File: config.mk
export PLATFORM = sky130hd
export DESIGN_NAME = display_link_framer_top
export DESIGN_NICKNAME = d
export VERILOG_FILES = /design/src/hdl/dlf_pkg.sv /design/src/hdl/dlf_front.sv /design/src/hdl/dlf_queue.sv /design/src/hdl/dlf_back.sv /design/src/hdl/display_link_framer_top.sv
export SDC_FILE = /design/constraint.sdc
export NUM_CORES = 1
export LEC_CHECK = 0
export BUFFER_PORTS_ARGS = -buffer_cell sky130_fd_sc_hd__buf_2
export CORE_ASPECT_RATIO = 1.4
export CORE_MARGIN = 3
export CORE_UTILIZATION = 40
export CTS_BUF_LIST = sky130_fd_sc_hd__clkbuf_4
export DETAILED_ROUTE_END_ITERATION = 10
export GPL_TIMING_DRIVEN = 1
export RECOVER_POWER = 100
export SYNTH_ARGS = -nofsm -noshare
export SYNTH_HDL_FRONTEND = slang
export SYNTH_SLANG_ARGS = --single-unit
File: constraint.sdc
create_clock -name clk -period 3 [get_ports clk]
set_input_delay 0.15 -clock clk [delete_from_list [all_inputs] [get_ports clk]]
set_output_delay 0.15 -clock clk [all_outputs]
set_load 0.01 [all_outputs]
File: src/hdl/dlf_pkg.sv
// Shared types, protocol constants and helpers for the display link framer.
`default_nettype none

package dlf_pkg;

    // Input item codes.
    localparam logic [1:0] CMD_START_WRITE = 2'd0;
    localparam logic [1:0] CMD_PAYLOAD     = 2'd1;
    localparam logic [1:0] CMD_START_READ  = 2'd2;
    localparam logic [1:0] CMD_LINK_BYTE   = 2'd3;

    // Result item kinds.
    localparam logic [1:0] KIND_SEND = 2'd0;
    localparam logic [1:0] KIND_DATA = 2'd1;
    localparam logic [1:0] KIND_DONE = 2'd2;

    // Link protocol characters.
    localparam logic [7:0] CH_ACK  = 8'h06;
    localparam logic [7:0] CH_DC1  = 8'h11;
    localparam logic [7:0] CH_DC2  = 8'h12;
    localparam logic [7:0] CH_ESC  = 8'h1B;
    localparam logic [7:0] CH_ONE  = 8'h01;
    localparam logic [7:0] CH_S    = 8'h53;
    localparam logic [7:0] CH_POLL = 8'h00;
    localparam logic [7:0] READ_REQ_SUM = CH_DC2 + CH_ONE + CH_S;

    // Most results that one input item can cause.
    localparam int RUN_SLOTS = 5;
    localparam int RUN_CNT_W = $clog2(RUN_SLOTS + 1);
    localparam int RUN_IDX_W = $clog2(RUN_SLOTS);

    // Transaction phase, one-hot.
    typedef enum logic [7:0] {
        PH_IDLE   = 8'b0000_0001,
        PH_W_DATA = 8'b0000_0010,
        PH_W_ACK  = 8'b0000_0100,
        PH_R_ACK  = 8'b0000_1000,
        PH_R_DC1  = 8'b0001_0000,
        PH_R_LEN  = 8'b0010_0000,
        PH_R_DATA = 8'b0100_0000,
        PH_R_BCC  = 8'b1000_0000
    } phase_t;

    typedef struct packed {
        logic [1:0] cmd;
        logic [7:0] frame_length;
        logic [7:0] data_byte;
        logic       buffer_ready;
    } in_item_t;

    typedef struct packed {
        logic [1:0] kind;
        logic [7:0] byte_value;
        logic       failed;
        logic       last;
    } out_item_t;

    // One result without its last mark.
    typedef struct packed {
        logic [1:0] kind;
        logic [7:0] byte_value;
        logic       failed;
    } result_t;

    // All results caused by one input item.
    typedef struct packed {
        logic [RUN_CNT_W-1:0]      count;
        result_t [RUN_SLOTS-1:0]   slot;
    } run_t;

    // Queue status seen by the front and the back.
    typedef struct packed {
        logic full;
        logic empty;
    } queue_status_t;

    function automatic result_t make_result(logic [1:0] kind, logic [7:0] value,
                                            logic failed);
        result_t r;
        r.kind       = kind;
        r.byte_value = value;
        r.failed     = failed;
        return r;
    endfunction

endpackage

`default_nettype wire

File: src/hdl/dlf_front.sv
// Front part: accepts items, runs the framing state and builds each item's result run.
`default_nettype none

module dlf_front (
    input  wire logic              clk,
    input  wire logic              rst_n,
    input  wire logic              accept,
    input  dlf_pkg::in_item_t      req,
    output dlf_pkg::run_t          run
);

    dlf_pkg::phase_t phase_reg, phase_next;
    logic [7:0] bytes_left_reg, bytes_left_next;
    logic [7:0] running_sum_reg, running_sum_next;
    logic [7:0] read_count_reg, read_count_next;

    logic [7:0] len_plus_one;
    logic [7:0] header_sum;
    logic [7:0] payload_sum;
    logic [7:0] bytes_left_dec;

    // Byte arithmetic shared by the branches below.
    assign len_plus_one   = req.frame_length + 8'd1;
    assign header_sum     = dlf_pkg::CH_DC1 + len_plus_one + dlf_pkg::CH_ESC;
    assign payload_sum    = running_sum_reg + req.data_byte;
    assign bytes_left_dec = bytes_left_reg - 8'd1;

    // Next state and the results for the current item.
    always_comb
    begin
        run              = '0;
        phase_next       = phase_reg;
        bytes_left_next  = bytes_left_reg;
        running_sum_next = running_sum_reg;
        read_count_next  = read_count_reg;

        unique case (req.cmd)
            dlf_pkg::CMD_START_WRITE:
            begin
                running_sum_next = header_sum;
                bytes_left_next  = req.frame_length;
                run.slot[0] = dlf_pkg::make_result(dlf_pkg::KIND_SEND, dlf_pkg::CH_DC1, 1'b0);
                run.slot[1] = dlf_pkg::make_result(dlf_pkg::KIND_SEND, len_plus_one, 1'b0);
                run.slot[2] = dlf_pkg::make_result(dlf_pkg::KIND_SEND, dlf_pkg::CH_ESC, 1'b0);
                if (req.frame_length == 8'd0)
                begin
                    // Empty write sends the trailer at once.
                    run.slot[3] = dlf_pkg::make_result(dlf_pkg::KIND_SEND, header_sum, 1'b0);
                    run.slot[4] = dlf_pkg::make_result(dlf_pkg::KIND_SEND,
                                                       dlf_pkg::CH_POLL, 1'b0);
                    run.count   = dlf_pkg::RUN_CNT_W'(5);
                    phase_next  = dlf_pkg::PH_W_ACK;
                end
                else
                begin
                    run.count  = dlf_pkg::RUN_CNT_W'(3);
                    phase_next = dlf_pkg::PH_W_DATA;
                end
            end

            dlf_pkg::CMD_PAYLOAD:
            begin
                // Payload bytes outside the payload phase are dropped.
                if (phase_reg == dlf_pkg::PH_W_DATA)
                begin
                    running_sum_next = payload_sum;
                    bytes_left_next  = bytes_left_dec;
                    run.slot[0] = dlf_pkg::make_result(dlf_pkg::KIND_SEND, req.data_byte,
                                                       1'b0);
                    if (bytes_left_dec == 8'd0)
                    begin
                        run.slot[1] = dlf_pkg::make_result(dlf_pkg::KIND_SEND, payload_sum,
                                                           1'b0);
                        run.slot[2] = dlf_pkg::make_result(dlf_pkg::KIND_SEND,
                                                           dlf_pkg::CH_POLL, 1'b0);
                        run.count   = dlf_pkg::RUN_CNT_W'(3);
                        phase_next  = dlf_pkg::PH_W_ACK;
                    end
                    else
                    begin
                        run.count = dlf_pkg::RUN_CNT_W'(1);
                    end
                end
            end

            dlf_pkg::CMD_START_READ:
            begin
                if (!req.buffer_ready)
                begin
                    run.slot[0] = dlf_pkg::make_result(dlf_pkg::KIND_DONE, 8'd0, 1'b0);
                    run.count   = dlf_pkg::RUN_CNT_W'(1);
                    phase_next  = dlf_pkg::PH_IDLE;
                end
                else
                begin
                    run.slot[0] = dlf_pkg::make_result(dlf_pkg::KIND_SEND, dlf_pkg::CH_DC2, 1'b0);
                    run.slot[1] = dlf_pkg::make_result(dlf_pkg::KIND_SEND, dlf_pkg::CH_ONE, 1'b0);
                    run.slot[2] = dlf_pkg::make_result(dlf_pkg::KIND_SEND, dlf_pkg::CH_S, 1'b0);
                    run.slot[3] = dlf_pkg::make_result(dlf_pkg::KIND_SEND,
                                                       dlf_pkg::READ_REQ_SUM, 1'b0);
                    run.slot[4] = dlf_pkg::make_result(dlf_pkg::KIND_SEND,
                                                       dlf_pkg::CH_POLL, 1'b0);
                    run.count   = dlf_pkg::RUN_CNT_W'(5);
                    phase_next  = dlf_pkg::PH_R_ACK;
                end
            end

            dlf_pkg::CMD_LINK_BYTE:
            begin
                unique case (phase_reg)
                    dlf_pkg::PH_IDLE, dlf_pkg::PH_W_DATA:
                    begin
                        // A received byte here ends any write in progress and causes no result.
                        phase_next = dlf_pkg::PH_IDLE;
                    end

                    dlf_pkg::PH_W_ACK:
                    begin
                        run.slot[0] = dlf_pkg::make_result(dlf_pkg::KIND_DONE, 8'd0,
                                                           req.data_byte != dlf_pkg::CH_ACK);
                        run.count   = dlf_pkg::RUN_CNT_W'(1);
                        phase_next  = dlf_pkg::PH_IDLE;
                    end

                    dlf_pkg::PH_R_ACK, dlf_pkg::PH_R_DC1:
                    begin
                        run.count = dlf_pkg::RUN_CNT_W'(1);
                        if ((phase_reg == dlf_pkg::PH_R_ACK && req.data_byte != dlf_pkg::CH_ACK)
                            || (phase_reg == dlf_pkg::PH_R_DC1
                                && req.data_byte != dlf_pkg::CH_DC1))
                        begin
                            run.slot[0] = dlf_pkg::make_result(dlf_pkg::KIND_DONE, 8'd0, 1'b0);
                            phase_next  = dlf_pkg::PH_IDLE;
                        end
                        else
                        begin
                            run.slot[0] = dlf_pkg::make_result(dlf_pkg::KIND_SEND,
                                                               dlf_pkg::CH_POLL, 1'b0);
                            phase_next  = (phase_reg == dlf_pkg::PH_R_ACK) ?
                                          dlf_pkg::PH_R_DC1 : dlf_pkg::PH_R_LEN;
                        end
                    end

                    dlf_pkg::PH_R_LEN:
                    begin
                        read_count_next = req.data_byte;
                        bytes_left_next = req.data_byte;
                        run.slot[0] = dlf_pkg::make_result(dlf_pkg::KIND_SEND,
                                                           dlf_pkg::CH_POLL, 1'b0);
                        run.count   = dlf_pkg::RUN_CNT_W'(1);
                        phase_next  = (req.data_byte == 8'd0) ?
                                      dlf_pkg::PH_R_BCC : dlf_pkg::PH_R_DATA;
                    end

                    dlf_pkg::PH_R_DATA:
                    begin
                        bytes_left_next = bytes_left_dec;
                        run.slot[0] = dlf_pkg::make_result(dlf_pkg::KIND_DATA, req.data_byte,
                                                           1'b0);
                        run.slot[1] = dlf_pkg::make_result(dlf_pkg::KIND_SEND,
                                                           dlf_pkg::CH_POLL, 1'b0);
                        run.count   = dlf_pkg::RUN_CNT_W'(2);
                        if (bytes_left_dec == 8'd0)
                        begin
                            phase_next = dlf_pkg::PH_R_BCC;
                        end
                    end

                    dlf_pkg::PH_R_BCC:
                    begin
                        // The received checksum byte is not checked.
                        run.slot[0] = dlf_pkg::make_result(dlf_pkg::KIND_DONE, read_count_reg,
                                                           1'b0);
                        run.count   = dlf_pkg::RUN_CNT_W'(1);
                        phase_next  = dlf_pkg::PH_IDLE;
                    end

                    default:
                    begin
                        phase_next = dlf_pkg::PH_IDLE;
                    end
                endcase
            end

            default:
            begin
                phase_next = dlf_pkg::PH_IDLE;
            end
        endcase
    end

    // State registers advance only on an accepted item.
    always_ff @(posedge clk or negedge rst_n)
    begin
        if (!rst_n)
        begin
            phase_reg       <= dlf_pkg::PH_IDLE;
            bytes_left_reg  <= 8'd0;
            running_sum_reg <= 8'd0;
            read_count_reg  <= 8'd0;
        end
        else if (accept)
        begin
            phase_reg       <= phase_next;
            bytes_left_reg  <= bytes_left_next;
            running_sum_reg <= running_sum_next;
            read_count_reg  <= read_count_next;
        end
    end

endmodule

`default_nettype wire

File: src/hdl/dlf_queue.sv
// Short queue of result runs between the front and the back parts.
`default_nettype none

module dlf_queue #(
    parameter int DEPTH = 4
) (
    input  wire logic              clk,
    input  wire logic              rst_n,
    input  wire logic              push,
    input  dlf_pkg::run_t          push_run,
    input  wire logic              pop,
    output dlf_pkg::run_t          head_run,
    output dlf_pkg::queue_status_t status
);

    localparam int PTR_W = $clog2(DEPTH);
    localparam int CNT_W = $clog2(DEPTH + 1);

    dlf_pkg::run_t entry_reg [DEPTH];
    logic [PTR_W-1:0] wr_ptr_reg, rd_ptr_reg;
    logic [CNT_W-1:0] count_reg;

    assign status.full  = (count_reg == CNT_W'(DEPTH));
    assign status.empty = (count_reg == '0);
    assign head_run     = entry_reg[rd_ptr_reg];

    // Entry storage.
    always_ff @(posedge clk)
    begin
        if (push)
        begin
            entry_reg[wr_ptr_reg] <= push_run;
        end
    end

    // Pointers and fill count.
    always_ff @(posedge clk or negedge rst_n)
    begin
        if (!rst_n)
        begin
            wr_ptr_reg <= '0;
            rd_ptr_reg <= '0;
            count_reg  <= '0;
        end
        else
        begin
            if (push)
            begin
                wr_ptr_reg <= (wr_ptr_reg == PTR_W'(DEPTH - 1)) ? '0 : wr_ptr_reg + 1'b1;
            end
            if (pop)
            begin
                rd_ptr_reg <= (rd_ptr_reg == PTR_W'(DEPTH - 1)) ? '0 : rd_ptr_reg + 1'b1;
            end
            if (push && !pop)
            begin
                count_reg <= count_reg + 1'b1;
            end
            else if (pop && !push)
            begin
                count_reg <= count_reg - 1'b1;
            end
        end
    end

endmodule

`default_nettype wire

File: src/hdl/dlf_back.sv
// Back part: walks each queued run and sends its results one item per cycle while rsp is not stalled.
`default_nettype none

module dlf_back (
    input  wire logic              clk,
    input  wire logic              rst_n,
    input  dlf_pkg::run_t          head_run,
    input  dlf_pkg::queue_status_t status,
    output logic                   pop,
    output logic                   rsp_valid,
    input  wire logic              rsp_stall,
    output dlf_pkg::out_item_t     rsp
);

    logic [dlf_pkg::RUN_IDX_W-1:0] idx_reg;
    logic                          out_valid_reg;
    dlf_pkg::out_item_t            out_reg;
    logic                          load;
    logic                          at_last;
    dlf_pkg::result_t              cur;

    // The output register reloads when it is empty or being taken.
    assign load    = !out_valid_reg || !rsp_stall;
    assign cur     = head_run.slot[idx_reg];
    assign at_last = (dlf_pkg::RUN_CNT_W'(idx_reg) + 1'b1 == head_run.count);
    assign pop     = load && !status.empty && at_last;

    assign rsp_valid = out_valid_reg;
    assign rsp       = out_reg;

    // Output payload.
    always_ff @(posedge clk)
    begin
        if (load && !status.empty)
        begin
            out_reg.kind       <= cur.kind;
            out_reg.byte_value <= cur.byte_value;
            out_reg.failed     <= cur.failed;
            out_reg.last       <= at_last;
        end
    end

    // Run position and output valid.
    always_ff @(posedge clk or negedge rst_n)
    begin
        if (!rst_n)
        begin
            idx_reg       <= '0;
            out_valid_reg <= 1'b0;
        end
        else if (load)
        begin
            out_valid_reg <= !status.empty;
            if (!status.empty)
            begin
                idx_reg <= at_last ? '0 : idx_reg + 1'b1;
            end
        end
    end

endmodule

`default_nettype wire

File: src/hdl/display_link_framer_top.sv
// Top level of the display link framer: front, run queue and back.
//
// Usage: the req channel takes one item per cycle (start write, payload byte,
// start read, or a byte received on the link) under req_valid/req_stall. The
// rsp channel returns the resulting items (bytes to send, read data bytes and
// completions) under rsp_valid/rsp_stall; the last item of each input's run
// carries the last mark. An input that causes no result produces nothing.
// The first result of an item passes through a queue entry and then the output register.
// Throughput: one input item per cycle while the queue has room, and one result
// item per cycle while rsp is not stalled; an input that causes several results
// holds the rsp side until all are sent, which is what bounds the sustained rate.
// The queue holds QUEUE_DEPTH runs; req_stall rises only when it is full,
// so input keeps flowing while rsp is stalled until the queue fills.
// Reset clears the framing state to idle and empties the queue and output.
// A stalled rsp item holds its value until taken.
`default_nettype none

module display_link_framer_top #(
    parameter int QUEUE_DEPTH = 4
) (
    input  wire logic          clk,
    input  wire logic          rst_n,
    input  wire logic          req_valid,
    output logic               req_stall,
    input  dlf_pkg::in_item_t  req,
    output logic               rsp_valid,
    input  wire logic          rsp_stall,
    output dlf_pkg::out_item_t rsp
);

    dlf_pkg::run_t          new_run;
    dlf_pkg::run_t          head_run;
    dlf_pkg::queue_status_t q_status;
    logic                   accept;
    logic                   push;
    logic                   pop;

    // Input is taken whenever the queue has room.
    assign req_stall = q_status.full;
    assign accept    = req_valid && !q_status.full;
    assign push      = accept && (new_run.count != '0);

    dlf_front u_front (
        .clk    (clk),
        .rst_n  (rst_n),
        .accept (accept),
        .req    (req),
        .run    (new_run)
    );

    dlf_queue #(
        .DEPTH (QUEUE_DEPTH)
    ) u_queue (
        .clk      (clk),
        .rst_n    (rst_n),
        .push     (push),
        .push_run (new_run),
        .pop      (pop),
        .head_run (head_run),
        .status   (q_status)
    );

    dlf_back u_back (
        .clk       (clk),
        .rst_n     (rst_n),
        .head_run  (head_run),
        .status    (q_status),
        .pop       (pop),
        .rsp_valid (rsp_valid),
        .rsp_stall (rsp_stall),
        .rsp       (rsp)
    );

    // The queue cannot report full and empty together.
    a_queue_flags: assert property (@(posedge clk) disable iff (!rst_n)
        !(q_status.full && q_status.empty))
        else $error("queue reports full and empty");

    // A run is retired only while the queue holds one.
    a_pop_nonempty: assert property (@(posedge clk) disable iff (!rst_n)
        pop |-> !q_status.empty)
        else $error("pop from empty queue");

    // A run that was pushed into an empty queue reaches the output through the queue entry and the output register.
    a_push_to_out: assert property (@(posedge clk) disable iff (!rst_n)
        (push && q_status.empty && (!rsp_valid || !rsp_stall)) |=> ##1 rsp_valid)
        else $error("pushed run did not reach the output");

    // Result kinds stay within send, data and completion.
    a_kind_legal: assert property (@(posedge clk) disable iff (!rst_n)
        rsp_valid |-> (rsp.kind == dlf_pkg::KIND_SEND || rsp.kind == dlf_pkg::KIND_DATA
                       || rsp.kind == dlf_pkg::KIND_DONE))
        else $error("illegal result kind");

endmodule

`default_nettype wire
==> results of run 1 <==
[power breakdown]
| group | leakage (nW) | total (mW) | internal (mW) | switching (mW) |
|---|---|---|---|---|
| combinational | 1.57 | 2.97 | 1.40 | 1.57 |
| sequential | 1.89 | 3.77 | 3.44 | 0.332 |
| clock | 0.144 | 1.42 | 0.589 | 0.827 |
[cell families after synthesis]
logic type / after synthesis / share of synthesized area [%]
other: 1 / 0.0426
adders and majority gates: 21 / 3.15
muxes: 63 / 12.5
and+or+nand+nor: 174 / 9.97
DFF: 187 / 61.3
AOI/OAI and AO/OA: 101 / 8.08
xor gates and xnor gates: 27 / 2.68
buffers and inverters: 46 / 2.31
[Yosys cell counts (all sizes together), types with 5 or more instances]
library cell	number
mux2	24
a21oi	17
ha	19
nor2b	11
inv	18
nand3	17
nand2	40
edfxtp	144
a221o	7
and2	5
dfrtp	42
a21o	7
buf	13
nor2	45
clkbuf	15
nor3	17
nand2b	5
xor2	10
nor4	11
mux4	35
o21ai	26
xnor2	17
a22o	15
[final cells by class]
| cell class | count | area (um^2) |
|---|---|---|
| diodes | 1 | 2.50 |
| clock buffers | 19 | 143 |
| clock inverters | 10 | 144 |
| fillers | 1992 | 11600 |
| inverters | 18 | 67.6 |
| multi-input cells | 390 | 3220 |
| flip-flops and latches | 187 | 5400 |
| well taps | 292 | 365 |
| repair buffers | 82 | 536 |
[repair_timing]
action / in CTS / in global routing
hold buffers: 13 / 0
endpoints found under the setup margin: 0 / 1
gates resized for setup: 0 / 1
endpoints found under the hold margin: 60 / 0
[layer usage]
layer	GRT usage [%]	vias up	share of wire, %
met2	31.0	159	53
met3	3.49	41	4.2
met4	6.31	0	2.8
met1	19.0	2733	40
li1	-	2528	-
met5	0	-	0
[through the flow]
| stage | cell area, um^2 | util [%] | power, mW |
|---|---|---|---|
| floorplan | 8830 | - | 5.97 |
| global placement | 9540 | 44.5 | 6.81 |
| detailed placement | 9540 | 44.5 | 6.90 |
| CTS | 9950 | 46.4 | 8.32 |
| global route | 9880 | 46.1 | 8.71 |
| finish | 9880 | 46.1 | 8.16 |
[worst paths after layout]
kind / slack, ps / cells after the start / from / endpoint
max in group asynchronous: 1970 / 2 / rst_n / u_queue.rd_ptr_reg[0]$_DFFE_PN0P_
max reg2reg: 230 / 8 / u_front.phase_reg[2]$_DFFE_PN0P_ / u_queue.entry_reg[0][12]$_DFFE_PP_
min reg2reg: 500 / 1 / u_queue.count_reg[2]$_DFFE_PN0P_ / u_queue.count_reg[2]$_DFFE_PN0P_
min: 70 / 3 / req[1] / u_front.read_count_reg[0]$_DFFE_PN0P_
min in group asynchronous: 310 / 2 / rst_n / u_queue.rd_ptr_reg[0]$_DFFE_PN0P_
max: 210 / 12 / req[14] / u_queue.count_reg[1]$_DFFE_PN0P_
[worst max-delay path, stage by stage]
cell and delay [ps]:
dlygate4sd3_1 530, clkbuf_1 140, or4b_2 670, nor4_1 190, clkbuf_1 220, nor2_1 100
nor2_1 160, a21oi_1 120, ha_1 230, inv_1 70, fa_1 400, mux2_2 260
==> impl_metrics.py, run 1 <==
metrics = {
    "logic_synthesis": {
        "syn_inst": 620,
        "yosysWarningCount": 0,
        "synthFlopType": "edfxtp_1",
        "seq_area_frac_synth_pct": 61.3,
        "async_flop_share_pct": 23.0,
        "yosysTopAreaCell": "edfxtp_1",
        "synth_edf_count": 144,
        "synthTopCellsByArea": "edfxtp_1 49%, dfrtp_1 12%, mux4_2 8.9%",
        "syn-cell-area_um2": 8810,
        "syn_area_per_cell_um2": 14.2,
        "netlist.area_leader.share_pct": 49.1,
        "ys_ff_latch": 187,
        "synth_cell_types": 63,
    },
    "pwr": {
        "ir_worst_vdd_mv": 0.328,
        "p_leak_nw": 3.60,
        "pwr_density_cell_nw_per_um2": 826,
    },
    "floorplan": {
        "rows": 63,
        "dieArea_um2": 23900,
        "io_pins": 37,
        "die_x_um": 131,
        "initial_core_util_pct": 41.1,
        "coreArea_um2": 21400,
        "die_y_um": 182,
    },
    "global_routing": {
        "grt_pass1_vias": 5726,
        "overflow": 0,
        "grt_max_degree": 44,
        "antenna_found_initial": 1,
        "grt_pass1_wl_mm": 31.2,
        "grt_use_total_pct": 16.8,
    },
    "timing": {
        "worstMarginPinSlew_ps": 1100,
        "timing.final.crit_share_pct": 92.9,
        "fin_skew_ps": 21.2,
        "whs_ps": 69.0,
        "worst_slack_ps": 213,
        "max_slew_margin_pct": 26.6,
        "period_needed_ps": 2790,
        "finalSetupViolCount": 0,
        "fmaxAchievable_mhz": 359,
        "hold_viol": 0,
        "tns_ps": 0,
        "slew_violations": 0,
        "rsz0062_at_grt": "false",
    },
    "min_path": {
        "hp-class": "primary input to flop",
    },
    "clock_network": {
        "clock-sinks": 187,
        "cts_buffers": 17,
        "cts-root-buf": "clkbuf_4",
        "cts_tree": "done",
        "clock_latency_ps": 560,
        "path_clk_slew_ps": 150,
        "cts_setup_buffers": 0,
        "htreeDepth": 4,
        "cts_buffer_depth": 2,
    },
    "setup_path": {
        "startpoint_type": "primary input",
        "worstPathArrival_ps": 3260,
        "path_max_fanout": 5,
        "end_kind": "flop",
        "path_class": "primary input to flop",
        "cp.required_ps": 3470,
    },
    "detailed_routing": {
        "drtAntennaViolNets": 0,
        "vias_per_cell": 5.47,
        "drtIter0Drc": 338,
        "drc": 0,
        "drt_pre_antenna_iters": 7,
        "wl_per_cell_um": 19.4,
        "wl_mm": 19.3,
        "vias": 5461,
    },
    "cells_and_area": {
        "fin_nets": 740,
        "largest_reg_flops": 132,
        "syn_to_final_growth_pct": 12.1,
        "final_cell_mix": "144 x edfxtp_1, 45 x nor2_1, 41 x dfrtp_1, 39 x nand2_1, 35 x mux4_2",
        "drive_gt1_share_pct": 20.8,
        "mostFrequentLayoutCell": "edfxtp_1",
        "fin_cells": 999,
    },
    "job": {
        "max_cap_violations": 0,
    },
    "place": {
        "port_buffers": 36,
        "hpwl_mm": 14.0,
        "place.gp.congestion": 0.878,
        "numPlacedInstances": 956,
        "post-place-ws_ps": 92.4,
    },
    "status": {
        "outcome": "completed",
    },
}
Note: power is estimated with default switching activity, not from simulation.
==> inputs of run 2 (changes only) <==
--- a/config.mk
+++ b/config.mk
@@ -7,7 +7,7 @@
 export LEC_CHECK = 0
 export BUFFER_PORTS_ARGS = -buffer_cell sky130_fd_sc_hd__buf_2
 export CORE_ASPECT_RATIO = 1.4
-export CORE_MARGIN = 3
+export CORE_MARGIN = 2
 export CORE_UTILIZATION = 40
 export CTS_BUF_LIST = sky130_fd_sc_hd__clkbuf_4
 export DETAILED_ROUTE_END_ITERATION = 10
==> run 2 against run 1 <==
  * The run now ends with max-capacitance violations, max-slew violations left
  * Power about the same
  * Sequential power about the same
  * Routed wire length up 3.3%
  * First-iteration DRC count up 9.8%
  * Core utilization shrank 0.61 points
  * Non-clock buffer count is 3 higher
  * Count of clock-buffer cells in the layout unchanged
==> impl_metrics.py, run 2 (synthesized netlist as in run 1, its figures left out) <==
metrics = {
    "cells_and_area": {
        "drive_gt1_share_pct": 21.2,
        "syn_to_final_growth_pct": 12.4,
        "fin_cells": 1010,
        "fin_nets": 743,
        "fillers": 1985,
        "largest_reg_flops": 132,
        "multi_input_area_um2": 3210,
        "mostFrequentLayoutCell": "edfxtp_1",
        "seq_area_um2": 5400,
        "final_cell_mix": "144 x edfxtp_1, 45 x nor2_1, 41 x dfrtp_1, 39 x nand2_1, 35 x mux4_2",
        "design_area_um2": 9900,
    },
    "floorplan": {
        "rows": 64,
        "die_y_um": 180,
        "io_pins": 37,
        "dieArea_um2": 23300,
        "initial_core_util_pct": 40.5,
        "die_x_um": 129,
        "coreArea_um2": 21800,
    },
    "pwr": {
        "internal_power_mw": 5.36,
        "p_seq_share_pct": 46.3,
        "total_power_mw": 8.15,
        "p_leak_nw": 3.63,
        "p_sw_mw": 2.80,
        "power.share.clock_pct": 17.1,
        "pwr_density_cell_nw_per_um2": 823,
        "ir_worst_vdd_mv": 0.426,
        "combPwrFrac_pct": 36.6,
        "swShare_pct": 34.3,
    },
    "global_routing": {
        "overflow": 0,
        "grt_use_total_pct": 17.9,
        "grt_max_degree": 44,
        "antenna_found_initial": 1,
        "grt_pass1_wl_mm": 31.4,
        "grt_pass1_vias": 5790,
    },
    "timing": {
        "fmaxAchievable_mhz": 348,
        "max_slew_margin_pct": -74.7,
        "timing.final.crit_share_pct": 95.8,
        "slew_violations": 44,
        "hold_viol": 0,
        "worstMarginPinSlew_ps": 2620,
        "fin_skew_ps": 19.9,
        "finalSetupViolCount": 0,
        "rsz0062_at_grt": "false",
        "period_needed_ps": 2870,
        "whs_ps": 63.6,
        "tns_ps": 0,
    },
    "detailed_routing": {
        "wl_mm": 20.0,
        "drc": 0,
        "drtAntennaViolNets": 0,
        "vias_per_cell": 5.50,
        "drtIter0Drc": 371,
        "vias": 5554,
        "wl_per_cell_um": 19.8,
        "drt_pre_antenna_iters": 5,
    },
    "place": {
        "place_area_um2": 9550,
        "port_buffers": 36,
        "numPlacedInstances": 962,
        "hpwl_mm": 14.0,
        "place.gp.congestion": 0.874,
    },
    "clock_network": {
        "cts-root-buf": "clkbuf_4",
        "clock_latency_ps": 590,
        "path_clk_slew_ps": 150,
        "cts_setup_buffers": 0,
        "cts_buffer_depth": 2,
        "clock-sinks": 187,
        "cts_buffers": 17,
        "htreeDepth": 4,
        "cts_tree": "done",
    },
    "setup_path": {
        "path_max_fanout": 5,
        "max_stage_delay_ps": 580,
        "critPathSlowestCell": "or4b_2",
        "startpoint_type": "primary input",
        "worstPathArrival_ps": 3370,
        "cp.required_ps": 3490,
        "path_cells": "dlygate4sd3_1, buf_2, inv_1, ha_1, or4b_2, nor4_1, buf_4, nor2_1, nor2_1, a21oi_1, ha_1, inv_1, fa_1, mux2_2",
        "path_class": "primary input to flop",
        "end_kind": "flop",
    },
    "status": {
        "violations": "max-capacitance violations, max-slew violations",
        "outcome": "finished with violations",
    },
    "job": {
        "max_cap_violations": 1,
    },
    "min_path": {
        "hp-class": "primary input to flop",
    },
}
==> run 2: power by group through the flow <==
stage / sequential (mW) / combinational, mW / clock, mW
5_1_grt: 3.85 / 3.30 / 1.52
6_report: 3.78 / 2.98 / 1.39
3_3_place_gp: 3.80 / 3.00 / 0
3_5_place_dp: 3.84 / 3.08 / 0
2_1_floorplan: 3.74 / 2.23 / 0
4_1_cts: 3.77 / 3.11 / 1.43
==> run 2: per-stage QoR <==
| step | util (%) | setup WS [ps] |
|---|---|---|
| after global routing | 45.5 | 10.2 |
| after CTS | 45.8 | 178 |
| after floorplan | - | 69.9 |
| after detailed placement | 43.8 | 30.4 |
| after global placement | 43.8 | 79.3 |
| final | 45.5 | 126 |
==> run 2: area by class of cell <==
cell class | count | area share, %
multi-input combinational | 390 | 32.5
clock inverter | 13 | 1.43
timing repair buffer | 85 | 5.65
inverter | 18 | 0.682
antenna | 1 | 0.0253
sequential | 187 | 54.6
tap | 297 | 3.75
clock buffer | 19 | 1.44
==> run 2: worst paths after layout <==
path	endpoint	cells past startpoint	start	slack [ps]
max in group asynchronous	u_queue.rd_ptr_reg[0]$_DFFE_PN0P_	2	rst_n	440
worst max-delay path	u_queue.count_reg[1]$_DFFE_PN0P_	14	req[10]	130
min in group asynchronous	u_back.idx_reg[2]$_DFFE_PN0P_	2	rst_n	910
worst min register to register	u_queue.count_reg[2]$_DFFE_PN0P_	1	u_queue.count_reg[2]$_DFFE_PN0P_	510
worst min-delay path	u_queue.entry_reg[2][34]$_DFFE_PP_	3	req[9]	60
worst max register to register	u_front.bytes_left_reg[5]$_DFFE_PN0P_	9	u_front.phase_reg[3]$_DFFE_PN0P_	240
==> run 2: per-layer routing <==
| metal | share of wire [%] | up-vias | track usage, % |
|---|---|---|---|
| met5 | 0 | - | 0 |
| met4 | 3.3 | 0 | 7.44 |
| met2 | 54 | 173 | 32.5 |
| li1 | - | 2550 | - |
| met1 | 39 | 2790 | 20.1 |
| met3 | 4.4 | 41 | 3.48 |
==> run 2: timing repair <==
| item | CTS | global route |
|---|---|---|
| gates resized for setup | 0 | 0 |
| hold buffers | 15 | 0 |
| endpoints found under the hold margin | 62 | 0 |
| setup endpoints to repair | 0 | 0 |
==> run 2: worst max-delay path, delay by kind of cell <==
kind	cells	cell delay, ps
and+or+nand+nor	4	1040
AOI/OAI and AO/OA	1	120
muxes	1	270
buffers and inverters	5	1020
adders and majority gates	3	770
==> inputs of run 3 (changes only) <==
--- a/config.mk
+++ b/config.mk
@@ -6,12 +6,16 @@
 export NUM_CORES = 1
 export LEC_CHECK = 0
 export BUFFER_PORTS_ARGS = -buffer_cell sky130_fd_sc_hd__buf_2
+export CELL_PAD_IN_SITES_DETAIL_PLACEMENT = 1
+export CELL_PAD_IN_SITES_GLOBAL_PLACEMENT = 1
 export CORE_ASPECT_RATIO = 1.4
 export CORE_MARGIN = 2
 export CORE_UTILIZATION = 40
 export CTS_BUF_LIST = sky130_fd_sc_hd__clkbuf_4
 export DETAILED_ROUTE_END_ITERATION = 10
 export GPL_TIMING_DRIVEN = 1
+export MAX_ROUTING_LAYER = met4
+export PLACE_DENSITY_LB_ADDON = 0.1
 export RECOVER_POWER = 100
 export SYNTH_ARGS = -nofsm -noshare
 export SYNTH_HDL_FRONTEND = slang
==> run 3 against run 2 <==
  * The flow now finishes without violations
  * Sequential power about the same
  * Final cell count unchanged
  * First-iteration DRC count decreased by 12%
  * Sequential share of layout area about the same
  * Clock power about the same
  * Flip-flop and latch count unchanged
  * Clock skew decreased by 3.7 ps
  * Critical endpoint unchanged
  * Largest power group unchanged
==> impl_metrics.py, run 3 (synthesized netlist as in run 1, its figures left out) <==
metrics = {
    "status": {
        "outcome": "completed",
    },
    "detailed_routing": {
        "drtIter0Drc": 325,
        "wl_per_cell_um": 21.6,
        "drtAntennaViolNets": 0,
        "drc": 0,
        "drt_pre_antenna_iters": 4,
        "vias": 5521,
        "wl_mm": 21.8,
        "vias_per_cell": 5.47,
    },
    "min_path": {
        "hp-class": "primary input to flop",
    },
    "setup_path": {
        "cp-startpoint": "req[10]",
        "path_cells": "dlygate4sd3_1, buf_2, inv_1, ha_1, or4b_2, nor4_2, buf_4, nor2_1, nor2_1, a21oi_2, ha_1, inv_1, fa_1, mux2_2",
        "worstPathArrival_ps": 3290,
        "rr_worst_depth": 9,
        "critPathCapture": "u_queue.count_reg[1]$_DFFE_PN0P_",
        "rr_startpoint": "u_queue.rd_ptr_reg[0]$_DFFE_PN0P_",
        "startpoint_type": "primary input",
        "cp.required_ps": 3470,
        "path_max_fanout": 5,
        "crit_cells": 14,
        "end_kind": "flop",
        "critical_path_buf_inv_count": 5,
        "r2r_slack_ps": 180,
        "path_class": "primary input to flop",
        "rr_endpoint": "u_queue.count_reg[1]$_DFFE_PN0P_",
        "max_stage_delay_ps": 600,
        "path_delay_family": "buffers and inverters",
        "critPathSlowestCell": "or4b_2",
    },
    "clock_network": {
        "cts_tree": "done",
        "htreeDepth": 4,
        "cts_buffer_depth": 2,
        "clock_latency_ps": 580,
        "cts_setup_buffers": 0,
        "cts_buffers": 17,
        "path_clk_slew_ps": 130,
        "cts-root-buf": "clkbuf_4",
        "clock-sinks": 187,
    },
    "timing": {
        "worstMarginPinSlew_ps": 811,
        "fmaxAchievable_mhz": 355,
        "fin_skew_ps": 16.2,
        "timing.final.crit_share_pct": 94.0,
        "hold_viol": 0,
        "max_slew_margin_pct": 46.0,
        "finalSetupViolCount": 0,
        "slew_violations": 0,
        "period_needed_ps": 2820,
    },
    "floorplan": {
        "io_pins": 37,
        "dieArea_um2": 23300,
        "die_x_um": 129,
        "die_y_um": 180,
        "initial_core_util_pct": 40.5,
        "rows": 64,
        "coreArea_um2": 21800,
    },
    "pwr": {
        "internal_power_mw": 5.39,
        "pwr_density_cell_nw_per_um2": 829,
        "p_leak_nw": 3.62,
        "combPwrFrac_pct": 37.1,
        "ir_worst_vdd_mv": 0.359,
        "swShare_pct": 34.2,
        "total_power_mw": 8.20,
        "power.share.clock_pct": 16.7,
        "p_sw_mw": 2.81,
        "p_seq_share_pct": 46.2,
    },
    "global_routing": {
        "antenna_found_initial": 1,
        "overflow": 0,
        "grt_pass1_vias": 6168,
        "grt_max_degree": 44,
        "grt_pass1_wl_mm": 34.9,
        "grt_use_total_pct": 20.8,
    },
    "cells_and_area": {
        "design_area_um2": 9890,
        "fillers": 2288,
        "fin_nets": 744,
        "syn_to_final_growth_pct": 12.3,
        "drive_gt1_share_pct": 21.8,
        "final_util_pct": 45.4,
        "final_cell_mix": "144 x edfxtp_1, 45 x nor2_1, 41 x dfrtp_1, 39 x nand2_1, 35 x mux4_2",
        "largest_reg_flops": 132,
        "mostFrequentLayoutCell": "edfxtp_1",
        "fin_cells": 1010,
    },
    "place": {
        "hpwl_mm": 15.8,
        "port_buffers": 36,
        "place_area_um2": 9580,
        "place.gp.congestion": 0.895,
        "numPlacedInstances": 964,
    },
    "job": {
        "max_cap_violations": 0,
    },
}
run 3: changes by cell type in the layout (fill, tap and decap cells not counted), sizes merged:
cell         delta
clkbuf          +6
buf             +1
inv             -4
clkinvlp        +2
clkinv          -4
dlygate4sd3     -1
run 3: worst min path at each step:
stage | from | end | slack (ps) | depth (start not counted)
floorplan | rst_n | u_back.idx_reg[0]$_DFFE_PN0P_ | -150 | 0
global route | req[18] | u_front.phase_reg[0]$_DFFE_PN1P_ | 20 | 4
finish | req[1] | u_front.read_count_reg[0]$_DFFE_PN0P_ | 80 | 3
CTS | req[18] | u_front.phase_reg[0]$_DFFE_PN1P_ | 10 | 4
detailed placement | rst_n | u_front.bytes_left_reg[4]$_DFFE_PN0P_ | 300 | 2
global placement | rst_n | u_front.phase_reg[7]$_DFFE_PN0P_ | 300 | 2
run 3: timing repair:
action,CTS,global route
endpoints found under the setup margin,0,2
hold buffers,14,0
gates resized for setup,0,2
hold endpoints to repair,60,0
run 3: layout make-up:
cell class,instances,area (um^2),share of cell area (%)
clock inverter,7,93.8,0.948
tap,297,372,3.76
clock buffer,24,180,1.82
multi-input combinational,390,3220,32.6
antenna,1,2.50,0.0253
sequential,187,5400,54.6
timing repair buffer,86,553,5.59
inverter,18,67.6,0.683
run 3: layer usage:
metal  track usage, %  routed length, um  vias to the layer above
met5                -                  0                        -
met4             7.27                589                        0
met3             3.90                552                       40
met2             36.5              12000                      101
met1             23.4               8710                     2830
li1                 -                  -                     2550
run 3: through the flow:
stage,hold WS [ps],TNS [ps],worst slack [ps]
after global placement,296,0,81.5
final,84.7,0,180
after global routing,17.3,-0.926,-0.531
after detailed placement,301,-15.7,-15.7
after floorplan,-146,0,69.9
after CTS,12.8,0,149
run 3: worst reg2reg max path: cells and delay by family, from the launching register on:
| family | cells | cell delay (ps) |
|---|---|---|
| simple gates | 1 | 280 |
| xor+xnor | 1 | 160 |
| mux | 2 | 830 |
| fa+ha+maj | 2 | 590 |
| flops | 1 | 550 |
| buf+inv | 3 | 300 |
run 3: power groups by stage:
| stage | Clock, mW | Combinational, mW | Sequential, mW |
|---|---|---|---|
| 6_report | 1.37 | 3.04 | 3.79 |
| 5_1_grt | 1.53 | 3.39 | 3.87 |
| 4_1_cts | 1.43 | 3.19 | 3.79 |
| 3_5_place_dp | 0 | 3.17 | 3.85 |
| 3_3_place_gp | 0 | 3.07 | 3.80 |
| 2_1_floorplan | 0 | 2.23 | 3.74 |
